--- src/hdl/vgapm_pkg.sv ---
// Shared types and constants for the planar video memory access block.
// No dependencies.
`default_nettype none

package vgapm_pkg;

	localparam int REG_IDX_W = 3;

	// Configuration register indexes
	localparam logic [REG_IDX_W-1:0] REG_MAP_SELECT       = 3'd0;
	localparam logic [REG_IDX_W-1:0] REG_CHAIN_FOUR       = 3'd1;
	localparam logic [REG_IDX_W-1:0] REG_MODE_SELECT      = 3'd2;
	localparam logic [REG_IDX_W-1:0] REG_ROTATE_OP        = 3'd3;
	localparam logic [REG_IDX_W-1:0] REG_SET_RESET_CTL    = 3'd4;
	localparam logic [REG_IDX_W-1:0] REG_PIX_MASK         = 3'd5;
	localparam logic [REG_IDX_W-1:0] REG_READ_PLANE       = 3'd6;
	localparam logic [REG_IDX_W-1:0] REG_PLANE_WRITE_MASK = 3'd7;

	// Memory map windows
	localparam logic [1:0] MAP_A0_128K = 2'd0;
	localparam logic [1:0] MAP_A0_64K  = 2'd1;
	localparam logic [1:0] MAP_B0_32K  = 2'd2;
	localparam logic [1:0] MAP_B8_32K  = 2'd3;

	localparam logic [19:0] WIN_A0000 = 20'ha0000;
	localparam logic [19:0] WIN_AFFFF = 20'haffff;
	localparam logic [19:0] WIN_B0000 = 20'hb0000;
	localparam logic [19:0] WIN_B7FFF = 20'hb7fff;
	localparam logic [19:0] WIN_B8000 = 20'hb8000;
	localparam logic [19:0] WIN_BFFFF = 20'hbffff;

	// Write modes
	localparam logic [1:0] WMODE_0 = 2'd0;
	localparam logic [1:0] WMODE_1 = 2'd1;
	localparam logic [1:0] WMODE_2 = 2'd2;
	localparam logic [1:0] WMODE_3 = 2'd3;

	// Logic ops
	localparam logic [1:0] LOP_NONE = 2'd0;
	localparam logic [1:0] LOP_AND  = 2'd1;
	localparam logic [1:0] LOP_OR   = 2'd2;
	localparam logic [1:0] LOP_XOR  = 2'd3;

	localparam logic OP_READ  = 1'b0;
	localparam logic OP_WRITE = 1'b1;

	localparam logic [7:0] OUT_OF_WINDOW_READ = 8'hff;

	typedef struct packed {
		logic        op;
		logic [19:0] address;
		logic [7:0]  write_data;
	} req_t;

	typedef struct packed {
		logic [7:0] read_data;
		logic       unsupported;
	} rsp_t;

	typedef struct packed {
		logic [1:0] map_select;
		logic       chain_four;
		logic [3:0] mode_select;
		logic [4:0] rotate_op;
		logic [7:0] set_reset_ctl;
		logic [7:0] pix_mask;
		logic [1:0] read_plane;
		logic [3:0] plane_write_mask;
	} cfg_t;

	localparam cfg_t CFG_RESET = '{
		map_select:       MAP_B0_32K,
		chain_four:       1'b0,
		mode_select:      4'd0,
		rotate_op:        5'd0,
		set_reset_ctl:    8'd0,
		pix_mask:         8'd0,
		read_plane:       2'd0,
		plane_write_mask: 4'hf
	};

	function automatic logic [7:0] combine(input logic [7:0] a, input logic [7:0] b,
			input logic [1:0] lop);
		logic [7:0] r;
		case (lop)
			LOP_AND: r = a & b;
			LOP_OR:  r = a | b;
			LOP_XOR: r = a ^ b;
			default: r = a;
		endcase
		return r;
	endfunction

endpackage

`default_nettype wire

--- src/hdl/vgapm_write_unit.sv ---
// Planar write datapath: rotate, set/reset, logic op and bit mask per plane.
// Uses vgapm_pkg.
`default_nettype none

module vgapm_write_unit (
	input  wire vgapm_pkg::cfg_t cfg,
	input  wire logic [7:0]  data,
	input  wire logic [31:0] latches,
	output logic      [31:0] word,
	output logic             refused
);
	import vgapm_pkg::*;

	logic [1:0] wmode;
	logic [2:0] rot;
	logic [1:0] lop;
	logic [7:0] bm;
	logic [3:0] sr;
	logic [3:0] esr;
	logic [7:0] val;

	assign wmode   = cfg.mode_select[1:0];
	assign rot     = cfg.rotate_op[2:0];
	assign lop     = cfg.rotate_op[4:3];
	assign bm      = cfg.pix_mask;
	assign sr      = cfg.set_reset_ctl[3:0];
	assign esr     = cfg.set_reset_ctl[7:4];
	assign val     = 8'({data, data} >> rot);
	assign refused = (wmode == WMODE_2) && (lop != LOP_NONE);

	always_comb begin
		logic [7:0] l;
		logic [7:0] nv;
		word = '0;
		for (int p = 0; p < 4; p++) begin
			l  = latches[8*p +: 8];
			nv = l & ~bm;
			case (wmode)
				WMODE_0: begin
					if (esr[p]) begin
						if (lop == LOP_NONE)
							nv = nv | (sr[p] ? bm : 8'h00);
						else
							nv = nv | ((sr[p] ? ~l : l) & bm);
					end else begin
						nv = nv | (combine(val & bm, l, lop) & bm);
					end
				end
				WMODE_1: nv = l;
				WMODE_2: nv = nv | (data[p] ? bm : 8'h00);
				default: nv = nv | combine(sr[p] ? data : 8'h00, l, lop);
			endcase
			word[8*p +: 8] = nv;
		end
	end

endmodule

`default_nettype wire

--- config.mk ---
export PLATFORM = sky130hd
export DESIGN_NAME = vgapm_write_unit
export DESIGN_NICKNAME = d
export VERILOG_FILES = /design/src/hdl/vgapm_pkg.sv /design/src/hdl/vgapm_write_unit.sv
export SDC_FILE = /design/constraint.sdc
export NUM_CORES = 1
export LEC_CHECK = 0
export BUFFER_PORTS_ARGS = -buffer_cell sky130_fd_sc_hd__buf_2
export CORE_AREA = 2 2 123 125
export DETAILED_ROUTE_END_ITERATION = 8
export DIE_AREA = 0 0 125 127
export PLACE_DENSITY = 0.68
export SLEW_MARGIN = 40
export SYNTH_ARGS = -nofsm -noshare
export SYNTH_HDL_FRONTEND = slang
export SYNTH_SLANG_ARGS = --single-unit
--- constraint.sdc ---
create_clock -name vclk -period 3
set_clock_uncertainty 0.2 [all_clocks]
set_input_delay 0 -clock vclk [all_inputs]
set_output_delay 0 -clock vclk [all_outputs]
set_load 0.05 [all_outputs]
==> summary.md, run 1 <==
| Metric | Value |
|---|---|
| IO Pins | `107` |
| Place WS | `0.2043 ns` |
| Seq cells | `0` |
| Sequential Power Share | `0%` |
| Fin cells | `1,039` |
| Die area | `15,880 um2` |
| Gr busiest metal | `met2` |
| GR Util met2 | `37.15%` |
| Outcome | `finished, final reports clean` |
| GR Util met3 | `2.471%` |
| CTS resizes | `0` |
| Port Buf Inserts | `96` |
| Vias per inst | `5.943` |
| Initial Util | `39.46%` |
| Switching Share | `65.19%` |
| Maximum vdd drop | `0.1073 mV` |
| Overflow after GRT | `0` |
| Crit. End Element | `output port` |
| Synth Area per Inst | `6.967 um2` |
| Cell count after placement | `1,039` |
| Warnings from Yosys | `0` |
| Antenna Nets Post-Route | `0` |
| Routability cong. | `0.8797` |
| Syn_nets | `987` |
| Setup repair bufs after CTS | `0` |
| Antenna diode count | `0` |
| Final setup TNS | `0 ns` |
| Worst-Margin Slew | `0.9108 ns` |
| P per Cell Area | `178.4 nW/um2` |
| Synth cell types | `61` |
| Post-layout min period | `2.807 ns` |
| Initial antenna violation count | `0` |
| Max_cap viols | `0` |
| DP Wirelength | `13,770 um` |
| FF/Latch Area | `0 um2` |
| Setup WS post-layout | `0.1934 ns` |
| Clk pwr share | `0%` |
| LEAKAGE | `3.268 nW` |
| Routed Wire Length | `18,720 um` |
| Worst EP arrival | `2.61 ns` |
| Critical path type | `in -> out` |
| Area Overhead vs Synth | `9.255%` |
| Largest net degree at the start of global routing | `103` |
| WHS | `0.2754 ns` |
| Core area | `14,420 um2` |
| DR vias | `6,175` |
| Routed WL per cell | `18.02 um` |
| Fin. max-slew vios | `0` |
| Global-route wire length before repair | `30,400 um` |
| CP Launch Type | `input port` |
| Total track usage | `22.76%` |
| Hold WC Path Type | `in -> out` |
| Layout cells sized above 1 | `17.54%` |
| Max Clk Rate | `356.3 MHz` |
| Power, Total | `1.109 mW` |
| Chip Height | `127 um` |
| First drt pass iteration count | `5` |
| Cell count after synthesis | `817` |
| Pint | `386.2 uW` |
| Sequential element share of the synthesized area | `0%` |
| Met1 Track Usage GR | `32.36%` |
| Fin nets | `1,027` |
| Hold-fix buffers, CTS | `0` |
| Initial DRC Count | `609` |
| Clk_buf instances | `0` |
| Commonest non-fill, non-tap cell in the layout | `nand2_1` |
| Drt drc | `0` |
| Final setup violation count | `0` |
| Final Hold Vio Count | `0` |
| Synthesized area | `5692 um2` |
| Hold Path Depth | `4` |
| RSZ-0062 raised after global routing | `false` |
| Worst endpoint required time | `2.80 ns` |
| Cell Rows | `44` |
| Relative slew slack | `39.05%` |
| Fin crit share | `93.55%` |
| Critical-path maximum fanout | `12` |
| Logic pwr share | `100.0%` |
| Commonest cells after routing, fill and taps aside | `nand2_1, ha_1, buf_2` |
| Die X | `125 um` |
| Net switching power figure | `723.2 uW` |
| Vias in the first global route | `5,763` |
[power by group through the flow]
stage	combinational [mW]	clock, mW	sequential, mW
final	1.11	0	0
after floorplan	0.821	0	0
after detailed placement	1.10	0	0
after global placement	1.08	0	0
after global routing	1.23	0	0
after CTS	1.10	0	0
[stage by stage]
stage	utilization, %	instance area, um2
6_report	43.11	6218
5_1_grt	43.11	6218
4_1_cts	43.11	6218
3_5_place_dp	43.11	6218
3_3_place_gp	43.11	6218
2_1_floorplan	-	5692
[cell type report]
| type | count | area (um2) |
|---|---|---|
| multi-input combinational | 660 | 5054 |
| inverter | 81 | 304.0 |
| timing repair buffer | 114 | 630.6 |
| tap | 184 | 230.2 |
| fill | 1573 | 8205 |
[cell families (layout without fill, tap and decap cells)]
logic type / Yosys count / in the layout / synth area share [%]
and+or+nand+nor: 231 / 231 / 18.33
AOI/OAI and AO/OA: 238 / 238 / 28.03
xor gates and xnor gates: 26 / 26 / 4.001
adders and majority gates: 96 / 96 / 21.10
buffers and inverters: 157 / 195 / 11.21
muxes: 69 / 69 / 17.32
[critical path, cell delays in order]
cell,delay (ns)
buf_2,0.24
mux4_1,0.64
mux2_2,0.33
nand2_1,0.22
ha_1,0.18
nand2_1,0.05
o21ai_0,0.08
nand2_1,0.07
a2111o_1,0.42
o2111ai_1,0.07
buf_2,0.29
[synthesized netlist by cell type (4+ instances only)]
library cell / n / area, um2
nand3_1: 8 / 40.04
nor2_1: 21 / 78.83
mux2_2: 11 / 123.9
mux4_1: 5 / 131.4
xor2_1: 26 / 227.7
a21o_1: 14 / 105.1
a22oi_1: 12 / 90.09
nor3_1: 5 / 25.02
o211ai_1: 18 / 135.1
o221ai_1: 6 / 52.55
nor2b_1: 11 / 68.82
a21boi_0: 5 / 37.54
a222oi_1: 9 / 90.09
and3b_1: 6 / 52.55
a211oi_1: 10 / 75.07
a221o_1: 5 / 50.05
clkbuf_1: 47 / 176.4
buf_6: 4 / 45.04
nand2_1: 148 / 555.5
o21ai_0: 58 / 290.3
buf_2: 15 / 75.07
mux2i_1: 37 / 370.4
a41o_1: 5 / 50.05
ha_1: 96 / 1201
inv_1: 80 / 300.3
mux4_2: 16 / 360.4
o31ai_1: 4 / 30.03
a211o_1: 7 / 61.31
a21oi_1: 59 / 295.3
buf_1: 10 / 37.54
nand2b_1: 7 / 43.79
and3_1: 4 / 25.02
[path summary, 6_finish.rpt]
| path | startpoint | endpoint |
|---|---|---|
| hold / removal | latches[24] | word[24] |
| setup / recovery | cfg[22] | word[6] |
[metal layers]
layer,vias to the layer above,wire (um)
met5,-,0
met4,0,537
met3,35,1364
met2,250,8502
met1,2894,8317
li1,2996,-
Power figures use the tool's default switching activity.
==> run 2: changes to the inputs <==
REMOVE_ABC_BUFFERS = 1   (was unset)
==> summary.md, run 2 (synthesis gave the netlist of run 1 again) <==
| Metric | Value |
|---|---|
| Outcome | `finished, final reports clean` |
| Vias in the first global route | `5,735 (-0.49%)` |
| CP Launch Point | `cfg[22]` |
| RSZ-0062 raised after global routing | `false` |
| Fillers | `1,555 (-1.1%)` |
| CTS resizes | `0 (unchanged)` |
| FF/Latch Area | `0 um2 (unchanged)` |
| P per Cell Area | `178.9 nW/um2 (+0.26%)` |
| Relative slew slack | `38.64% (-0.42 points)` |
| Worst endpoint required time | `2.80 ns (about the same)` |
| Post-layout min period | `2.805 ns (-0.001176 ns)` |
| Die area | `15,880 um2 (unchanged)` |
| Largest net degree at the start of global routing | `60 (-42%)` |
| Critical path type | `in -> out` |
| CP Launch Type | `input port` |
| Antenna Nets Post-Route | `0 (unchanged)` |
| IO Pins | `107 (unchanged)` |
| Fin nets | `1,034 (+0.68%)` |
| First drt pass iteration count | `6 (+1)` |
| Port Buf Inserts | `96 (unchanged)` |
| Max Clk Rate | `356.5 MHz (about the same)` |
| Initial Util | `39.46% (unchanged)` |
| Final Hold Vio Count | `0 (unchanged)` |
| LEAKAGE | `3.305 nW (+1.2%)` |
| Initial antenna violation count | `2 (+2)` |
| Final setup TNS | `0 ns (unchanged)` |
| Clk_buf instances | `0 (unchanged)` |
| Crit path capture | `word[30]` |
| DP Wirelength | `14,050 um (+2.1%)` |
| Critical-path maximum fanout | `12 (unchanged)` |
| Core area | `14,420 um2 (unchanged)` |
| Routed WL per cell | `18.28 um (+1.5%)` |
| Worst-Margin Slew | `0.9170 ns (+0.006225 ns)` |
| Chip Height | `127 um (unchanged)` |
| Maximum vdd drop | `0.1151 mV (+7.2%)` |
| Hold-fix buffers, CTS | `0 (unchanged)` |
| Hold WC Path Type | `in -> out` |
| Initial DRC Count | `639 (+4.9%)` |
| DR vias | `6,312 (+2.2%)` |
| Fin. max-slew vios | `0 (unchanged)` |
| Final setup violation count | `0 (unchanged)` |
| Total track usage | `22.97% (+0.22 points)` |
| Worst EP arrival | `2.61 ns (about the same)` |
| Routability cong. | `0.8802 (about the same)` |
| Setup repair bufs after CTS | `0 (unchanged)` |
| Overflow after GRT | `0 (unchanged)` |
| Routed Wire Length | `19,160 um (+2.3%)` |
| Setup WS post-layout | `0.1946 ns (+0.001176 ns)` |
| Crit. End Element | `output port` |
| Commonest cells after routing, fill and taps aside | `nand2_1, ha_1, buf_2` |
| Drt drc | `0 (unchanged)` |
| Cell Rows | `44 (unchanged)` |
| Place WS | `0.2106 ns (+0.006305 ns)` |
| Fin crit share | `93.51% (about the same)` |
| Max_cap viols | `0 (unchanged)` |
| Vias per inst | `6.023 (+1.3%)` |
| Layout cells sized above 1 | `18.21% (+0.67 points)` |
| Area Overhead vs Synth | `10.49%` |
| Die X | `125 um (unchanged)` |
| Commonest non-fill, non-tap cell in the layout | `nand2_1` |
| Seq cells | `0 (unchanged)` |
| Global-route wire length before repair | `30,270 um (-0.43%)` |
==> run 2: changes by cell type in the layout (fill, tap and decap cells not counted) <==
cell,previous run,this run
buf_4,18,24
diode_2,0,2
buf_12,1,2
==> run 2: layer usage <==
layer,track usage [%],vias up,part of all wire (%),routed length [um]
met4,6.013,0,2.0,392
met5,0,-,0,0
met2,38.01,289,45,8608
met1,32.00,2963,44,8461
li1,-,3029,-,-
met3,2.513,31,8.9,1697
==> run 2: final cells by class <==
| class | instances | area (um2) | area share [%] |
|---|---|---|---|
| inverter | 81 | 304.0 | 4.835 |
| antenna | 2 | 5.005 | 0.07959 |
| tap | 184 | 230.2 | 3.661 |
| timing repair buffer | 121 | 695.7 | 11.06 |
| multi-input combinational | 660 | 5054 | 80.36 |
==> run 2: per-stage QoR <==
step / cell area, um2 / cells / hold slack (ns) / power, mW / utilization, %
2_1_floorplan: 5358 / 741 / -0.01144 / 0.7157 / -
3_3_place_gp: 6284 / 1046 / 0.2686 / 1.093 / 43.56
3_5_place_dp: 6284 / 1046 / 0.2659 / 1.113 / 43.56
4_1_cts: 6284 / 1046 / 0.2662 / 1.117 / 43.56
5_1_grt: 6286 / 1047 / 0.3049 / 1.235 / 43.58
6_report: 6289 / 1048 / 0.2632 / 1.125 / 43.60
==> run 2: how the worst min path moves through the flow <==
stage,start,cells after the start,endpoint
floorplan,cfg[27],1,refused
global placement,latches[24],4,word[24]
detailed placement,latches[24],4,word[24]
CTS,latches[24],4,word[24]
global route,latches[24],4,word[24]
finish,latches[24],4,word[24]
==> run 2: worst max-delay path: stages <==
cell and delay (ns):
buf_2 0.24, mux4_1 0.63, mux2_2 0.32, nand2_1 0.20, ha_1 0.26, nand2b_1 0.14, a31oi_1 0.23, nand4b_1 0.13
o221ai_1 0.09, a22oi_1 0.12, buf_2 0.24
==> run 2: power by group <==
part	switching (mW)	internal [mW]
combinational	0.731	0.394
sequential	0	0
clock	0	0.0000000893
==> run 3: changes to the inputs <==
CORE_AREA = 2 2 112 136   (was 2 2 123 125)
DIE_AREA = 0 0 114 138   (was 0 0 125 127)
==> summary.md, run 3 (synthesis gave the netlist of run 1 again) <==
| Metric | Value |
|---|---|
| Initial Util | `39.01% (-0.45 points)` |
| Fin. max-slew vios | `0 (unchanged)` |
| Maximum vdd drop | `0.09663 mV (-16%)` |
| Total track usage | `22.94% (-0.038 points)` |
| Drt drc | `0 (unchanged)` |
| Relative slew slack | `60.89% (+22 points)` |
| WHS | `0.2712 ns (+0.007997 ns)` |
| Final core utilization | `42.70% (-0.90 points)` |
| Max_cap viols | `0 (unchanged)` |
| Post-layout min period | `2.775 ns (-0.03078 ns)` |
| Core area | `14,590 um2 (+1.2%)` |
| Clk_buf instances | `0 (unchanged)` |
| Fin nets | `1,029 (-0.48%)` |
| IO Pins | `107 (unchanged)` |
| Outcome | `finished, final reports clean` |
| Vias per inst | `5.993 (-0.49%)` |
| Routability cong. | `0.8573 (-2.6%)` |
| Largest net degree at the start of global routing | `57 (-5.0%)` |
| Cell count after placement | `1,035 (-1.1%)` |
| Layout cells sized above 1 | `17.85% (-0.36 points)` |
| Setup repair bufs after CTS | `0 (unchanged)` |
| P per Cell Area | `179.1 nW/um2 (+0.12%)` |
| RSZ-0062 raised after global routing | `false` |
| Port Buf Inserts | `96 (unchanged)` |
| Final setup violation count | `0 (unchanged)` |
| Final setup TNS | `0 ns (unchanged)` |
| Area Overhead vs Synth | `9.475%` |
| Worst endpoint required time | `2.80 ns (about the same)` |
| Final Hold Vio Count | `0 (unchanged)` |
| Fin crit share | `92.49% (-1.0 points)` |
| Footprint of the multi-input gates | `5056 um2 (about the same)` |
| Commonest cells after routing, fill and taps aside | `nand2_1, ha_1, buf_2` |
| FF/Latch Area | `0 um2 (unchanged)` |
| DP Wirelength | `13,780 um (-1.9%)` |
| Chip Height | `138 um (+8.7%)` |
| Critical path type | `in -> out` |
| Max Used Layer | `met4` |
| Antenna diode count | `0 (-2)` |
| Crit. End Element | `output port` |
| Die X | `114 um (-8.8%)` |
| Commonest non-fill, non-tap cell in the layout | `nand2_1` |
| LEAKAGE | `3.277 nW (-0.85%)` |
| Antenna Nets Post-Route | `0 (unchanged)` |
| Seq cells | `0 (unchanged)` |
| Critical-path maximum fanout | `12 (unchanged)` |
| Met2 Wirelength | `9290 um (+7.9%)` |
| Fillers | `1,548 (-0.45%)` |
| CP Launch Type | `input port` |
| Post-Route M1 WL | `8033 um (-5.1%)` |
| Global-route wire length before repair | `29,710 um (-1.8%)` |
| Vias in the first global route | `5,758 (+0.40%)` |
| Cell area after layout | `6231 um2 (-0.92%)` |
| Fin cells | `1,035 (-1.2%)` |
| Max Clk Rate | `360.4 MHz (+1.1%)` |
| Initial DRC Count | `489 (-23%)` |
| DR vias | `6,203 (-1.7%)` |
| Initial antenna violation count | `0 (-2)` |
| Routed Wire Length | `19,020 um (-0.76%)` |
| Routed wl met3 | `1134 um (-33%)` |
| Overflow after GRT | `0 (unchanged)` |
| Hold WC Path Type | `in -> out` |
| Hold-fix buffers, CTS | `0 (unchanged)` |
| DP Area | `6226 um2 (-0.92%)` |
| Cell Rows | `49 (+11%)` |
| Worst EP arrival | `2.57 ns (-0.04 ns)` |
| Die area | `15,730 um2 (-0.90%)` |
| Worst-Margin Slew | `0.5867 ns (-0.3303 ns)` |
| Routed WL per cell | `18.37 um (+0.49%)` |
| First drt pass iteration count | `6 (unchanged)` |
## run 3: cell count changes in the layout (fill, tap and decap cells not counted), sizes merged
cell,delta
buf,-6
diode,-2
clkbuf,+1
## run 3: power by group
| group | internal [mW] | leakage, nW | total, mW | switching [mW] |
|---|---|---|---|---|
| clock | 0 | 0 | 0 | 0 |
| combinational | 0.388 | 3.28 | 1.12 | 0.727 |
| sequential | 0 | 0 | 0 | 0 |
| total | 0.388 | 3.28 | 1.12 | 0.727 |
## run 3: through the flow
step	worst slack [ns]	power (mW)
floorplan	0.4134	0.7157
global placement	0.2193	1.084
detailed placement	0.2005	1.104
CTS	0.1946	1.109
global route	0.06820	1.222
finish	0.2253	1.116
## run 3: final timing paths
| path | from | cells after the start | end |
|---|---|---|---|
| setup / recovery | cfg[22] | 11 | word[6] |
| hold / removal | latches[30] | 4 | word[30] |
## run 3: routing by layer
| metal | global-route usage, % | up-vias |
|---|---|---|
| met5 | 0 | - |
| met4 | 6.739 | 0 |
| met3 | 1.929 | 31 |
| met2 | 40.07 | 220 |
| met1 | 29.85 | 2942 |
| li1 | - | 3010 |
## run 3: area by class of cell
type / instances / share of cell area, %
inverters: 81 / 4.880
repair buffers: 116 / 10.40
well taps: 178 / 3.574
multi-input cells: 660 / 81.14
## run 3: what timing repair did
item	4_1_cts	5_1_grt
gates resized for setup	0	1
endpoints found under the setup margin	0	1
endpoints found under the hold margin	0	0
## run 3: worst max-delay path, cell delays in order
cell and delay [ns]:
clkbuf_4 0.21, mux4_1 0.61, mux2_2 0.33, nand2_1 0.22, ha_1 0.18, nand2_1 0.04
o21ai_0 0.07, nand2_1 0.07, a2111o_1 0.42, o2111ai_1 0.10, buf_2 0.31
